## src/sv/escd_pkg.sv

```systemverilog
// escd_pkg: shared types, character codes and helper functions of the
// backslash unescaper with Latin-1 to UTF-8 re-encoding.
// No dependencies.
`timescale 1ns / 1ps

package escd_pkg;

    // escape decoder phase
    typedef enum logic [1:0] {
        PH_PLAIN = 2'd0,
        PH_ESC   = 2'd1,
        PH_DIG1  = 2'd2,
        PH_DIG2  = 2'd3
    } escd_phase_t;

    localparam logic [7:0] CH_NUL       = 8'h00;
    localparam logic [7:0] CH_BACKSLASH = 8'h5C;
    localparam logic [7:0] CH_LF        = 8'h0A;
    localparam logic [7:0] CH_TAB       = 8'h09;
    localparam logic [7:0] CH_CR        = 8'h0D;
    localparam logic [7:0] CH_APOS      = 8'h27;
    localparam logic [7:0] CH_N_LO      = 8'h6E;
    localparam logic [7:0] CH_N_UP      = 8'h4E;
    localparam logic [7:0] CH_T_LO      = 8'h74;
    localparam logic [7:0] CH_T_UP      = 8'h54;
    localparam logic [7:0] CH_R_LO      = 8'h72;
    localparam logic [7:0] CH_R_UP      = 8'h52;
    localparam logic [7:0] CH_A_LO      = 8'h61;
    localparam logic [7:0] CH_A_UP      = 8'h41;
    localparam logic [7:0] CH_ZERO      = 8'h30;
    localparam logic [7:0] CH_NINE      = 8'h39;

    // most decoded characters and UTF-8 bytes one item can give
    localparam int unsigned MAX_CHARS = 3;
    localparam int unsigned MAX_BYTES = 4;

    // decoded characters of one item plus the decoder state they leave
    typedef struct packed {
        logic [MAX_CHARS-1:0][7:0] chars;
        logic [1:0]                n;
        logic                      trunc;
        escd_phase_t               phase;
    } escd_acc_t;

    // UTF-8 bytes of one item
    typedef struct packed {
        logic [MAX_BYTES-1:0][7:0] bytes;
        logic [2:0]                nb;
    } escd_bytes_t;

    function automatic logic is_dec(input logic [7:0] c);
        return (c >= CH_ZERO) && (c <= CH_NINE);
    endfunction

    function automatic logic [7:0] digit_char(input logic [3:0] d);
        return {4'h3, d};
    endfunction

    // append one decoded character; a zero ends the string
    function automatic escd_acc_t put_char(input escd_acc_t a, input logic [7:0] c);
        escd_acc_t r;
        r = a;
        if (!a.trunc) begin
            if (c == CH_NUL) begin
                r.trunc = 1'b1;
                r.phase = PH_PLAIN;
            end else if (a.n != 2'd3) begin
                r.chars[a.n] = c;
                r.n          = a.n + 2'd1;
            end
        end
        return r;
    endfunction

    // plain character: a backslash opens an escape
    function automatic escd_acc_t take_plain(input escd_acc_t a, input logic [7:0] c);
        escd_acc_t r;
        r = a;
        if (!a.trunc) begin
            if (c == CH_BACKSLASH) begin
                r.phase = PH_ESC;
            end else begin
                r = put_char(a, c);
            end
        end
        return r;
    endfunction

    // append one output byte, capped at the buffer depth
    function automatic escd_bytes_t push_byte(input escd_bytes_t b, input logic [7:0] v);
        escd_bytes_t r;
        r = b;
        if (b.nb < 3'(MAX_BYTES)) begin
            r.bytes[b.nb[1:0]] = v;
            r.nb               = b.nb + 3'd1;
        end
        return r;
    endfunction

endpackage

```

## src/sv/escape_decode_latin1_to_utf8.sv

```systemverilog
// escape_decode_latin1_to_utf8: an accepted item's first result is offered in
// the cycle after; results then leave one per cycle while m_tready is high,
// from a four-byte buffer. An item gives 0 to 4 results; a new item is taken
// only as the buffer empties, so items giving one result flow one per cycle
// likewise. Reset (aresetn low, synchronous) clears the decoder state and
// empties the result buffer. Depends on escd_pkg.
`timescale 1ns / 1ps

module escape_decode_latin1_to_utf8
    import escd_pkg::*;
(
    input  logic       aclk,
    input  logic       aresetn,
    input  logic       s_tvalid,
    output logic       s_tready,
    input  logic [7:0] s_tdata,   // [7:0] in_byte
    input  logic       s_tlast,   // is_last
    output logic       m_tvalid,
    input  logic       m_tready,
    output logic [7:0] m_tdata,   // [7:0] out_byte
    output logic       m_tuser,   // [0] byte_valid
    output logic       m_tlast    // out_last
);

    escd_phase_t               phase_reg;
    logic [3:0]                first_digit_reg;
    logic [3:0]                second_digit_reg;
    logic                      trunc_reg;
    logic [MAX_BYTES-1:0][7:0] buf_reg;
    logic [2:0]                rem_reg;
    logic                      byte_valid_reg;
    logic                      last_reg;

    logic                      s_hs;
    logic                      m_hs;
    escd_acc_t                 acc;
    logic [3:0]                d1_next;
    logic [3:0]                d2_next;
    logic [9:0]                dec_value;
    escd_bytes_t               ob;
    logic                      marker;

    assign s_hs     = s_tvalid && s_tready;
    assign m_hs     = m_tvalid && m_tready;
    assign s_tready = (rem_reg == 3'd0) || ((rem_reg == 3'd1) && m_tready);

    // value of a three-digit escape
    assign dec_value = ({6'd0, first_digit_reg} * 10'd100)
                     + ({6'd0, second_digit_reg} * 10'd10)
                     + {6'd0, s_tdata[3:0]};

    // decode one character into up to three characters
    always_comb begin
        acc       = '0;
        acc.trunc = trunc_reg;
        acc.phase = phase_reg;
        d1_next   = first_digit_reg;
        d2_next   = second_digit_reg;
        if (!trunc_reg) begin
            unique case (phase_reg)
                PH_PLAIN: begin
                    acc = take_plain(acc, s_tdata);
                end
                PH_ESC: begin
                    acc.phase = PH_PLAIN;
                    if (s_tdata == CH_BACKSLASH) begin
                        acc = put_char(acc, CH_BACKSLASH);
                    end else if (s_tdata == CH_N_LO || s_tdata == CH_N_UP) begin
                        acc = put_char(acc, CH_LF);
                    end else if (s_tdata == CH_T_LO || s_tdata == CH_T_UP) begin
                        acc = put_char(acc, CH_TAB);
                    end else if (s_tdata == CH_R_LO || s_tdata == CH_R_UP) begin
                        acc = put_char(acc, CH_CR);
                    end else if (s_tdata == CH_A_LO || s_tdata == CH_A_UP) begin
                        acc = put_char(acc, CH_APOS);
                    end else if (is_dec(s_tdata)) begin
                        d1_next   = s_tdata[3:0];
                        acc.phase = PH_DIG1;
                    end else begin
                        acc = put_char(acc, s_tdata);
                    end
                end
                PH_DIG1: begin
                    if (is_dec(s_tdata)) begin
                        d2_next   = s_tdata[3:0];
                        acc.phase = PH_DIG2;
                    end else begin
                        acc.phase = PH_PLAIN;
                        acc       = put_char(acc, digit_char(first_digit_reg));
                        acc       = take_plain(acc, s_tdata);
                    end
                end
                PH_DIG2: begin
                    acc.phase = PH_PLAIN;
                    if (is_dec(s_tdata)) begin
                        acc = put_char(acc, dec_value[7:0]);
                    end else begin
                        acc = put_char(acc, digit_char(first_digit_reg));
                        acc = put_char(acc, digit_char(second_digit_reg));
                        acc = take_plain(acc, s_tdata);
                    end
                end
                default: begin
                    acc.phase = PH_PLAIN;
                end
            endcase
        end

        // flush a pending escape at the end of the string
        if (s_tlast && !acc.trunc) begin
            unique case (acc.phase)
                PH_ESC: begin
                    acc = put_char(acc, CH_BACKSLASH);
                end
                PH_DIG1: begin
                    acc = put_char(acc, digit_char(d1_next));
                end
                PH_DIG2: begin
                    acc = put_char(acc, digit_char(d1_next));
                    acc = put_char(acc, digit_char(d2_next));
                end
                default: begin
                end
            endcase
        end
    end

    // re-encode decoded characters as UTF-8 bytes
    always_comb begin
        ob = '0;
        for (int i = 0; i < MAX_CHARS; i++) begin
            if (2'(i) < acc.n) begin
                if (!acc.chars[i][7]) begin
                    ob = push_byte(ob, acc.chars[i]);
                end else begin
                    ob = push_byte(ob, {6'b110000, acc.chars[i][7:6]});
                    ob = push_byte(ob, {2'b10, acc.chars[i][5:0]});
                end
            end
        end
        marker = s_tlast && (ob.nb == 3'd0);
    end

    // decoder state
    always_ff @(posedge aclk) begin
        if (!aresetn) begin
            phase_reg        <= PH_PLAIN;
            first_digit_reg  <= 4'd0;
            second_digit_reg <= 4'd0;
            trunc_reg        <= 1'b0;
        end else if (s_hs) begin
            if (s_tlast) begin
                phase_reg        <= PH_PLAIN;
                first_digit_reg  <= 4'd0;
                second_digit_reg <= 4'd0;
                trunc_reg        <= 1'b0;
            end else begin
                phase_reg        <= acc.phase;
                first_digit_reg  <= d1_next;
                second_digit_reg <= d2_next;
                trunc_reg        <= acc.trunc;
            end
        end
    end

    // result buffer control
    always_ff @(posedge aclk) begin
        if (!aresetn) begin
            rem_reg        <= 3'd0;
            byte_valid_reg <= 1'b0;
            last_reg       <= 1'b0;
        end else if (s_hs) begin
            rem_reg        <= marker ? 3'd1 : ob.nb;
            byte_valid_reg <= !marker;
            last_reg       <= s_tlast;
        end else if (m_hs) begin
            rem_reg <= rem_reg - 3'd1;
        end
    end

    // result buffer bytes, shifted toward slot 0 as bytes leave
    always_ff @(posedge aclk) begin
        if (s_hs) begin
            buf_reg <= ob.bytes;
        end else if (m_hs) begin
            buf_reg <= {8'h00, buf_reg[MAX_BYTES-1:1]};
        end
    end

    assign m_tvalid = (rem_reg != 3'd0);
    assign m_tdata  = buf_reg[0];
    assign m_tuser  = byte_valid_reg;
    assign m_tlast  = last_reg && (rem_reg == 3'd1);

endmodule
```

## config.mk

```make
export PLATFORM = sky130hd
export DESIGN_NAME = escape_decode_latin1_to_utf8
export DESIGN_NICKNAME = d
export VERILOG_FILES = /design/src/sv/escd_pkg.sv /design/src/sv/escape_decode_latin1_to_utf8.sv
export SDC_FILE = /design/constraint.sdc
export NUM_CORES = 1
export LEC_CHECK = 0
export BUFFER_PORTS_ARGS = -buffer_cell sky130_fd_sc_hd__buf_2
export CAP_MARGIN = 20
export CORE_ASPECT_RATIO = 1.1
export CORE_MARGIN = 5
export CORE_UTILIZATION = 55
export CTS_CLUSTER_DIAMETER = 150
export DETAILED_ROUTE_END_ITERATION = 8
export PLACE_DENSITY = 0.84
export SKIP_LAST_GASP = 1
export SLEW_MARGIN = 5
export SYNTH_ARGS = -nofsm -noshare
export SYNTH_HDL_FRONTEND = slang
export SYNTH_SLANG_ARGS = --single-unit
export TNS_END_PERCENT = 50
```

## constraint.sdc

```tcl
create_clock -name aclk -period 8.2 [get_ports aclk]
set_clock_uncertainty 0.2 [all_clocks]
set_input_delay 0.41 -clock aclk [delete_from_list [all_inputs] [get_ports aclk]]
set_output_delay 0.41 -clock aclk [all_outputs]
set_load 0.02 [all_outputs]
```

==> results of run 1 <==
logic make-up (layout without fill, tap and decap cells):
logic type	count (synthesis)	count (layout)
and+or+nand+nor	241	241
xor gates and xnor gates	9	9
buffers and inverters	70	61
DFF	48	48
muxes	6	6
adders and majority gates	34	34
AOI/OAI and AO/OA	237	237
stage by stage:
stage               power (W)  std cells  setup WS (ns)  hold slack, ns  utilization
floorplan            0.000736        645           2.01           0.239            -
global placement     0.000811        742           1.29           0.255        0.577
detailed placement   0.000828        742           1.02           0.256        0.577
CTS                  0.000979        750          0.974           0.231        0.588
global route          0.00104        750          0.419           0.267        0.588
finish               0.000978        750          0.821           0.236        0.588
final timing paths:
path	endpoint
min reg2reg	last_reg
max reg2reg	buf_reg[18]
max	buf_reg[18]
min	rem_reg[2]
tightest hold or removal path: stages:
cell	delay, ns
sky130_fd_sc_hd__buf_2	0.11
sky130_fd_sc_hd__nand2_1	0.05
sky130_fd_sc_hd__a32oi_1	0.05
sky130_fd_sc_hd__nor2b_1	0.09
layout by cell type, fill, tap and decap left out, types with 20 or more instances in the layout:
master,n
sky130_fd_sc_hd__a21oi_1,47
sky130_fd_sc_hd__nor2_1,58
sky130_fd_sc_hd__nand2_1,65
sky130_fd_sc_hd__inv_1,21
sky130_fd_sc_hd__nor3_1,25
sky130_fd_sc_hd__o21ai_0,50
sky130_fd_sc_hd__buf_2,24
sky130_fd_sc_hd__edfxtp_1,32
sky130_fd_sc_hd__ha_1,30
sky130_fd_sc_hd__nand3_1,20
routing by layer:
metal,vias up,track usage,routed length (um)
li1,2401,-,-
met3,69,0.0478,1430
met2,310,0.473,7730
met4,0,0.124,765
met1,2457,0.384,6620
met5,-,0,0
power groups by stage:
stage | registers (W) | logic, W | clock network, W
floorplan | 0.000413 | 0.000323 | 0
finish | 0.000415 | 0.000408 | 0.000155
CTS | 0.000417 | 0.000408 | 0.000154
global route | 0.000423 | 0.000455 | 0.000163
global placement | 0.000418 | 0.000393 | 0
detailed placement | 0.000422 | 0.000406 | 0
cell type report:
cell class                      count  share of cell area
Timing Repair Buffer               29              0.0299
Clock inverter                      1             0.00166
Clock buffer                        7              0.0164
Tap cell                          114              0.0271
Inverter                           24              0.0171
Sequential cell                    48               0.243
Multi-Input combinational cell    527               0.665
==> impl_metrics.sql, run 1 <==
INSERT INTO impl_metrics (metric_group, metric, value, unit) VALUES
('clocking', 'clk_latency', '0.32', 'ns'),
('timing', 'fraction_of_the_cycle_the_final_worst_path_needs', '0.900', ''),
('placed_design', 'routabilityCongestion', '1.05', ''),
('layout', 'final_instance_area', '5270', 'sq um'),
('worst_setup_path', 'max_stage_delay', '0.57', 'ns'),
('logic_synthesis', 'synthDistinctLibCells', '89', ''),
('floorplan', 'die_height', '111', 'um'),
('logic_synthesis', 'gate_count_post_synth', '645', ''),
('worst_setup_path', 'critical_path.startpoint', 'second_digit_reg[3]', ''),
('placed_design', 'place.port_buffers', '24', ''),
('timing', 'finalHoldViolCount', '0', ''),
('timing', 'totalNegativeSetupSlack', '0', 'ns'),
('worst_setup_path', 'cp.required', '8.06', 'ns'),
('pwr', 'p_leak', '1.94', 'nW'),
('worst_setup_path', 'critPathArrivalTime', '7.24', 'ns'),
('global_route', 'first_global_vias', '4975', ''),
('logic_synthesis', 'syn-mean-instance-area', '7.91', 'sq um'),
('floorplan', 'std_cell_rows', '36', ''),
('logic_synthesis', 'yosysWarningCount', '0', ''),
('clocking', 'clkSlewWorstSetupHoldPaths', '0.09', 'ns'),
('pwr', 'power.density_cell_area', '186', 'nW/um^2'),
('clocking', 'ctsLongestPathBuffers', '2', ''),
('global_route', 'grt_max_degree', '50', ''),
('clocking', 'postCtsSetupRepairBufs', '0', ''),
('layout', 'drive_gt1_frac', '0.112', ''),
('timing', 'worst_slew_pin_tran', '1.06', 'ns'),
('logic_synthesis', 'synth_edf_count', '32', ''),
('drt', 'ant_nets', '0', ''),
('clocking', 'cts_hold_buffers', '0', ''),
('layout', 'n_fill_cell', '836', ''),
('clocking', 'clock_sink_count', '48', ''),
('worst_setup_path', 'crit-reg2reg-launch', 'second_digit_reg[3]', ''),
('min_path', 'hp-class', 'in -> reg', ''),
('global_route', 'track_usage', '0.293', ''),
('pwr', 'pwr-share-seq', '0.424', ''),
('worst_setup_path', 'worstRegToRegCells', '24', ''),
('layout', 'ff_latch_area', '1280', 'sq um'),
('timing', 'maxClockFrequency', '136', 'MHz'),
('floorplan', 'floorplan.die_area', '11300', 'sq um'),
('clocking', 'number_of_clock_buffers_inserted_by_tritoncts', '5', ''),
('pwr', 'portion_of_total_power_attributed_to_combinational_logic', '0.417', ''),
('clocking', 'cts_tree', 'yes', ''),
('logic_synthesis', 'synthTopCellsByArea', 'sky130_fd_sc_hd__edfxtp_1 (19%), sky130_fd_sc_hd__ha_1 (7.4%), sky130_fd_sc_hd__dfxtp_1 (6.3%), sky130_fd_sc_hd__o21ai_0 (4.9%), sky130_fd_sc_hd__nand2_1 (4.8%)', ''),
('pwr', 'power_frac_clock', '0.158', ''),
('worst_setup_path', 'worstPathMaxFanout', '14', ''),
('logic_synthesis', 'netlist_area', '5100', 'sq um'),
('drt', 'detailedRoute.firstPassIterationCount', '5', ''),
('layout', 'flip_flop_count_of_the_largest_register_all_copies_and_words_added', '24', ''),
('clocking', 'post_cts.resized_instances', '0', ''),
('flow_run', 'max-cap-violations', '0', ''),
('clocking', 'cts.htree.levels', '2', ''),
('logic_synthesis', 'postSynth.asyncResetShare', '0', ''),
('logic_synthesis', 'synth-compound-area-share', '0.330', ''),
('logic_synthesis', 'dominant_combinational_cell_family_by_area_after_synthesis', 'compound AO/OA/AOI/OAI gates', ''),
('logic_synthesis', 'synth_simple_gate_area_share', '0.237', ''),
('drt', 'detailroute.via_count', '5237', ''),
('drt', 'drc', '0', ''),
('logic_synthesis', 'yosys.area.top_type', 'sky130_fd_sc_hd__edfxtp_1', ''),
('worst_setup_path', 'worst-path-buf-inv', '2', ''),
('logic_synthesis', 'ys_seq_elements', '48', ''),
('logic_synthesis', 'synthTopCellsByCount', 'sky130_fd_sc_hd__nand2_1 (65), sky130_fd_sc_hd__nor2_1 (58), sky130_fd_sc_hd__o21ai_0 (50)', ''),
('layout', 'antenna_cells_inserted', '0', ''),
('global_route', 'grt-ovfl-total', '0', ''),
('worst_setup_path', 'worst_path_dominant_cell_family', 'compound AO/OA/AOI/OAI gates', ''),
('layout', 'finish.net_count', '682', ''),
('logic_synthesis', 'seq_area_frac_synth', '0.251', ''),
('worst_setup_path', 'path_class', 'reg -> reg', ''),
('worst_setup_path', 'worst-path-stages', '24', ''),
('status', 'result_of_the_run', 'finished, final reports clean', ''),
('drt', 'routed_wire_length_per_instance', '22.1', 'um'),
('placed_design', 'placement.cell_area', '5180', 'sq um');
(Power assumes the default switching activity.)
==> run 2: changes to the inputs <==
PLACE_DENSITY = not set   (was 0.84)
PLACE_DENSITY_LB_ADDON = 0.12   (was not set)
==> impl_metrics.sql, run 2 (synthesis results as in run 1) <==
INSERT INTO impl_metrics (metric_group, metric, value, unit) VALUES
('status', 'result_of_the_run', 'finished, final reports clean', ''),
('min_path', 'startpoint_of_the_worst_hold_path', 'aresetn', ''),
('clocking', 'clock_sink_count', '48', ''),
('timing', 'worst_slew_pin_tran', '0.973', 'ns'),
('worst_setup_path', 'critPathCapture', 'buf_reg[19]', ''),
('layout', 'mostFrequentLayoutCell', 'sky130_fd_sc_hd__nand2_1', ''),
('placed_design', 'dp_worst_setup_slack', '1.11', 'ns'),
('floorplan', 'initial_utilization', '0.569', ''),
('min_path', 'hp-class', 'in -> reg', ''),
('clocking', 'ctsLongestPathBuffers', '2', ''),
('timing', 'finalCriticalPeriod', '7.23', 'ns'),
('floorplan', 'floorplan.die_area', '11300', 'sq um'),
('pwr', 'p_switching', '0.000386', 'W'),
('clocking', 'postCtsSetupRepairBufs', '0', ''),
('drt', 'detailroute.via_count', '5209', ''),
('pwr', 'power.density_cell_area', '183', 'nW/um^2'),
('clocking', 'clk_latency', '0.31', 'ns'),
('global_route', 'grt_first_pass_wirelength', '25900', 'um'),
('drt', 'drc', '0', ''),
('drt', 'ant_nets', '0', ''),
('flow_run', 'max-cap-violations', '0', ''),
('clocking', 'cts_hold_buffers', '0', ''),
('clocking', 'root_buffer_cell', 'sky130_fd_sc_hd__clkbuf_8', ''),
('pwr', 'pwr-share-seq', '0.429', ''),
('global_route', 'number_of_antenna_violations_at_the_first_check_in_global_routing', '0', ''),
('floorplan', 'core-area', '8960', 'sq um'),
('pwr', 'power_frac_clock', '0.151', ''),
('clocking', 'cts_tree', 'yes', ''),
('floorplan', 'io_pins', '25', ''),
('placed_design', 'routabilityCongestion', '1.05', ''),
('timing', 'totalNegativeSetupSlack', '0', 'ns'),
('pwr', 'portion_of_total_power_attributed_to_combinational_logic', '0.419', ''),
('timing', 'setup_viol', '0', ''),
('layout', 'flip_flop_count_of_the_largest_register_all_copies_and_words_added', '24', ''),
('clocking', 'clkSlewWorstSetupHoldPaths', '0.09', 'ns'),
('clocking', 'number_of_clock_buffers_inserted_by_tritoncts', '5', ''),
('timing', 'slew_limit_fails', '0', ''),
('worst_setup_path', 'worstPathMaxFanout', '14', ''),
('global_route', 'grt_max_degree', '50', ''),
('pwr', 'ir_drop', '0.000137', 'V'),
('drt', 'detailedRoute.firstPassIterationCount', '5', ''),
('timing', 'maxClockFrequency', '138', 'MHz'),
('worst_setup_path', 'path_class', 'reg -> reg', ''),
('worst_setup_path', 'timing.critical_path.mode_cell', 'sky130_fd_sc_hd__ha_1', ''),
('floorplan', 'die_height', '111', 'um'),
('worst_setup_path', 'critical_path.startpoint', 'second_digit_reg[3]', ''),
('global_route', 'track_usage', '0.288', ''),
('placed_design', 'post-dp-hpwl', '12300', 'um'),
('pwr', 'netSwitchingFraction', '0.399', ''),
('pwr', 'p_leak', '1.95', 'nW'),
('timing', 'fraction_of_the_cycle_the_final_worst_path_needs', '0.882', ''),
('layout', 'syn_to_layout_area_delta', '3.48', '%'),
('timing', 'rsz0062_at_grt', 'no', ''),
('worst_setup_path', 'max_stage_delay', '0.55', 'ns'),
('worst_setup_path', 'cp.required', '8.07', 'ns'),
('worst_setup_path', 'r2r_slack', '0.97', 'ns'),
('timing', 'final.setup.worst_slack', '0.971', 'ns'),
('worst_setup_path', 'worstRegToRegCells', '24', ''),
('drt', 'via_to_cell_ratio', '6.93', ''),
('layout', 'drive_gt1_frac', '0.114', ''),
('worst_setup_path', 'critical-path-slowest-cell', 'sky130_fd_sc_hd__a32oi_2', ''),
('layout', 'most_frequent_cells_in_the_layout', 'sky130_fd_sc_hd__nand2_1 (65), sky130_fd_sc_hd__nor2_1 (58), sky130_fd_sc_hd__o21ai_0 (50), sky130_fd_sc_hd__a21oi_1 (47), sky130_fd_sc_hd__edfxtp_1 (32)', ''),
('pwr', 'cellInternalPower', '0.000581', 'W'),
('worst_setup_path', 'critPathArrivalTime', '7.10', 'ns'),
('worst_setup_path', 'cp-start-kind', 'flip-flop', ''),
('pwr', 'report.power.total', '0.000967', 'W'),
('timing', 'fin_hold_ws', '0.252', 'ns'),
('clocking', 'cts.htree.levels', '2', ''),
('worst_setup_path', 'worst_r2r_endpoint', 'buf_reg[19]', ''),
('timing', 'finalHoldViolCount', '0', ''),
('global_route', 'first_global_vias', '4887', ''),
('drt', 'routed_wl', '16500', 'um'),
('floorplan', 'std_cell_rows', '36', ''),
('layout', 'finish.net_count', '684', ''),
('drt', 'drt-initial-drc-count', '438', ''),
('clocking', 'post_cts.resized_instances', '0', ''),
('worst_setup_path', 'cp_cell_sequence', 'ha_1, ha_1, fa_1, ha_1, ha_1, nor3b_1, o22ai_1, xnor2_1, a32oi_2, inv_2, a31oi_4, ha_1, inv_1, nor2_1, nand2_1, o31a_1, nand2_1, ha_1, nor2b_1, and2_1, nor2_1, o32ai_2, o221ai_1, o21a_1', ''),
('timing', 'slew-limit-headroom', '0.335', ''),
('floorplan', 'die-width', '102', 'um'),
('worst_setup_path', 'crit-reg2reg-launch', 'second_digit_reg[3]', ''),
('worst_setup_path', 'cp-end-kind', 'flip-flop', ''),
('placed_design', 'place.port_buffers', '24', ''),
('layout', 'finalCoreUtilization', '0.589', ''),
('layout', 'antenna_cells_inserted', '0', ''),
('global_route', 'grt-ovfl-total', '0', ''),
('drt', 'routed_wire_length_per_instance', '21.9', 'um');
==> run 2: changes by cell type in the layout (fill, tap and decap cells not counted), sizes merged <==
cell | before | now
buf | 29 | 31
clkbuf | 7 | 5
clkinv | 2 | 3
inv | 23 | 24
==> run 2: how the worst min path moves through the flow <==
stage	endpoint	slack, ns	depth (start not counted)
final	trunc_reg	0.25	3
after floorplan	last_reg	0.24	2
after global placement	last_reg	0.26	2
after CTS	trunc_reg	0.24	3
after detailed placement	last_reg	0.26	2
after global routing	trunc_reg	0.27	3
==> run 2: final cells by class <==
type                    count  area (sq um)
well taps                 114           143
flip-flops and latches     48          1280
repair buffers             31           173
fillers                   816          3690
clock inverters             3          17.5
clock buffers               5          68.8
inverters                  24          90.1
multi-input cells         527          3500
==> run 2: critical path, delay by kind of cell, from the launching register on <==
family                   cells  cell delay [ns]
AO/OA/AOI/OAI                7             2.17
XOR/XNOR                     1             0.22
adder cells (fa/ha/maj)      7             2.06
buffers and inverters        2             0.36
flip-flops                   1             0.44
AND/OR/NAND/NOR              7             1.55
==> run 2: through the flow <==
| stage | area (sq um) | instances |
|---|---|---|
| 6_report | 5280 | 752 |
| 4_1_cts | 5280 | 752 |
| 3_3_place_gp | 5190 | 744 |
| 5_1_grt | 5280 | 752 |
| 2_1_floorplan | 5100 | 645 |
| 3_5_place_dp | 5190 | 744 |
==> run 2: power by group through the flow <==
stage	combinational (W)	clock, W	sequential [W]
final	0.000405	0.000146	0.000415
after global routing	0.000452	0.000156	0.000424
after CTS	0.000407	0.000148	0.000417
after detailed placement	0.000404	0	0.000423
after global placement	0.000394	0	0.000419
after floorplan	0.000323	0	0.000413
==> run 2: metal layers <==
| metal | vias up | share of wire | GRT usage |
|---|---|---|---|
| li1 | 2399 | - | - |
| met1 | 2486 | 0.41 | 0.373 |
| met2 | 280 | 0.48 | 0.473 |
| met3 | 44 | 0.071 | 0.0384 |
| met4 | 0 | 0.039 | 0.125 |
| met5 | - | 0 | 0 |
==> run 3: changes to the inputs <==
CORE_MARGIN = 4   (was 5)
PLACE_DENSITY = 0.84   (was not set)
PLACE_DENSITY_LB_ADDON = not set   (was 0.12)
REMOVE_ABC_BUFFERS = 1   (was not set)
==> impl_metrics.sql, run 3 (synthesis results as in run 1) <==
INSERT INTO impl_metrics (metric_group, metric, value, unit) VALUES
('status', 'result_of_the_run', 'finished, final reports clean', ''),
('global_route', 'first_global_vias', '5015', ''),
('drt', 'detailedRoute.firstPassIterationCount', '6', ''),
('drt', 'ant_nets', '0', ''),
('clocking', 'clock_sink_count', '48', ''),
('placed_design', 'routabilityCongestion', '1.11', ''),
('placed_design', 'placement.cell_area', '5180', 'sq um'),
('worst_setup_path', 'critical_path.startpoint', 'second_digit_reg[3]', ''),
('worst_setup_path', 'path_class', 'reg -> reg', ''),
('floorplan', 'core-area', '8960', 'sq um'),
('drt', 'detailroute.via_count', '5324', ''),
('placed_design', 'place.port_buffers', '24', ''),
('timing', 'finalHoldViolCount', '0', ''),
('layout', 'final_cells', '750', ''),
('timing', 'totalNegativeSetupSlack', '0', 'ns'),
('worst_setup_path', 'max_stage_delay', '0.54', 'ns'),
('layout', 'most_frequent_cells_in_the_layout', 'sky130_fd_sc_hd__nand2_1 (65), sky130_fd_sc_hd__nor2_1 (58), sky130_fd_sc_hd__o21ai_0 (50), sky130_fd_sc_hd__a21oi_1 (47), sky130_fd_sc_hd__edfxtp_1 (32)', ''),
('pwr', 'p_leak', '1.95', 'nW'),
('layout', 'final_instance_area', '5310', 'sq um'),
('worst_setup_path', 'worstPathMaxFanout', '14', ''),
('worst_setup_path', 'critPathArrivalTime', '7.25', 'ns'),
('worst_setup_path', 'timing.critical_path.mode_cell', 'sky130_fd_sc_hd__ha_1', ''),
('timing', 'finalCriticalPeriod', '7.39', 'ns'),
('timing', 'setup_viol', '0', ''),
('layout', 'mostFrequentLayoutCell', 'sky130_fd_sc_hd__nand2_1', ''),
('placed_design', 'post-dp-hpwl', '12400', 'um'),
('clocking', 'clk_latency', '0.31', 'ns'),
('global_route', 'grt-ovfl-total', '0', ''),
('global_route', 'number_of_antenna_violations_at_the_first_check_in_global_routing', '0', ''),
('timing', 'slew-limit-headroom', '0.352', ''),
('clocking', 'ctsLongestPathBuffers', '2', ''),
('layout', 'antenna_cells_inserted', '0', ''),
('global_route', 'grt_first_pass_wirelength', '26600', 'um'),
('floorplan', 'io_pins', '25', ''),
('timing', 'fin_hold_ws', '0.225', 'ns'),
('clocking', 'root_buffer_cell', 'sky130_fd_sc_hd__clkbuf_8', ''),
('layout', 'drive_gt1_frac', '0.115', ''),
('clocking', 'clkSlewWorstSetupHoldPaths', '0.10', 'ns'),
('worst_setup_path', 'cp-start-kind', 'flip-flop', ''),
('timing', 'maxClockFrequency', '135', 'MHz'),
('global_route', 'grt_max_degree', '50', ''),
('floorplan', 'die-width', '99.8', 'um'),
('clocking', 'cts_tree', 'yes', ''),
('drt', 'drt-initial-drc-count', '647', ''),
('layout', 'n_fill_cell', '818', ''),
('layout', 'flip_flop_count_of_the_largest_register_all_copies_and_words_added', '24', ''),
('global_route', 'track_usage', '0.308', ''),
('worst_setup_path', 'cp.required', '8.06', 'ns'),
('layout', 'finish.net_count', '682', ''),
('floorplan', 'die_height', '109', 'um'),
('min_path', 'hp-class', 'in -> reg', ''),
('worst_setup_path', 'worst_path_dominant_cell_family', 'compound AO/OA/AOI/OAI gates', ''),
('floorplan', 'initial_utilization', '0.569', ''),
('drt', 'routed_wl', '16600', 'um'),
('worst_setup_path', 'worst-path-buf-inv', '3', ''),
('layout', 'syn_to_layout_area_delta', '4.10', '%'),
('clocking', 'cts.htree.levels', '2', ''),
('worst_setup_path', 'critical-path-slowest-cell', 'sky130_fd_sc_hd__a32oi_2', ''),
('clocking', 'postCtsSetupRepairBufs', '0', ''),
('floorplan', 'std_cell_rows', '36', ''),
('timing', 'worst_slew_pin_tran', '0.966', 'ns'),
('timing', 'fraction_of_the_cycle_the_final_worst_path_needs', '0.902', ''),
('timing', 'slew_limit_fails', '0', ''),
('placed_design', 'dp.cells', '742', ''),
('clocking', 'post_cts.resized_instances', '0', ''),
('drt', 'via_to_cell_ratio', '7.10', ''),
('clocking', 'cts_hold_buffers', '0', ''),
('min_path', 'startpoint_of_the_worst_hold_path', 'aresetn', ''),
('worst_setup_path', 'crit-reg2reg-launch', 'second_digit_reg[3]', ''),
('flow_run', 'max-cap-violations', '0', ''),
('timing', 'rsz0062_at_grt', 'no', ''),
('clocking', 'number_of_clock_buffers_inserted_by_tritoncts', '5', ''),
('drt', 'routed_wire_length_per_instance', '22.2', 'um'),
('pwr', 'ir_drop', '0.000265', 'V'),
('floorplan', 'floorplan.die_area', '10900', 'sq um'),
('worst_setup_path', 'cp_cell_sequence', 'ha_1, ha_1, fa_1, ha_1, ha_1, nor3b_1, o22ai_1, xnor2_1, a32oi_2, inv_2, a31oi_4, ha_1, inv_1, nor2_1, nand2_1, o31a_1, nand2_1, inv_1, ha_1, nand2b_1, nor2_1, o21a_2, a2111oi_0, o31ai_1', ''),
('worst_setup_path', 'cp-end-kind', 'flip-flop', ''),
('pwr', 'power.density_cell_area', '191', 'nW/um^2'),
('drt', 'drc', '0', ''),
('layout', 'ff_latch_area', '1280', 'sq um'),
('layout', 'multi_input_comb_area', '3510', 'sq um');
run 3: changes by cell type in the layout (fill, tap and decap cells not counted), sizes merged:
| cell | change |
|---|---|
| clkinv | -2 |
| clkbuf | +2 |
| buf | -2 |
run 3: worst register-to-register path, delay by kind of cell (launching register included):
family | cells | cell delay (ns)
xor gates and xnor gates | 1 | 0.22
buffers and inverters | 3 | 0.45
and+or+nand+nor | 6 | 1.37
AOI/OAI and AO/OA | 7 | 2.35
adders and majority gates | 7 | 2.09
DFF | 1 | 0.46
run 3: area by class of cell:
cell class                      instances  share of cell area
Inverter                               24              0.0170
Timing Repair Buffer                   29              0.0297
Multi-Input combinational cell        527               0.661
Sequential cell                        48               0.241
Clock buffer                            7              0.0224
Clock inverter                          1             0.00165
Tap cell                              114              0.0269
run 3: report_power, final:
part	total, W	internal (W)	leakage, nW	switching, W
Combinational	0.000407	0.000133	1.44	0.000274
Clock	0.000193	0.0000985	0.0651	0.0000943
Sequential	0.000414	0.000388	0.452	0.0000267
Total	0.00101	0.000619	1.95	0.000395
run 3: final timing paths:
check | slack (ns) | to | depth (start not counted)
max | 0.81 | buf_reg[9] | 24
min | 0.23 | trunc_reg | 3
max reg2reg | 0.81 | buf_reg[9] | 24
min reg2reg | 0.28 | last_reg | 2
run 3: per-stage QoR:
step / total power [W] / setup WS [ns] / util
after floorplan: 0.000693 / 2.06 / -
after global placement: 0.000809 / 1.23 / 0.578
after detailed placement: 0.000827 / 0.989 / 0.578
after CTS: 0.00101 / 0.937 / 0.592
after global routing: 0.00107 / 0.324 / 0.592
final: 0.00101 / 0.807 / 0.592
run 3: routing by layer:
metal / up-vias / part of all wire / track usage
met1: 2504 / 0.40 / 0.402
met2: 352 / 0.46 / 0.510
li1: 2402 / - / -
met4: 0 / 0.039 / 0.105
met5: - / 0 / 0
met3: 66 / 0.10 / 0.0589
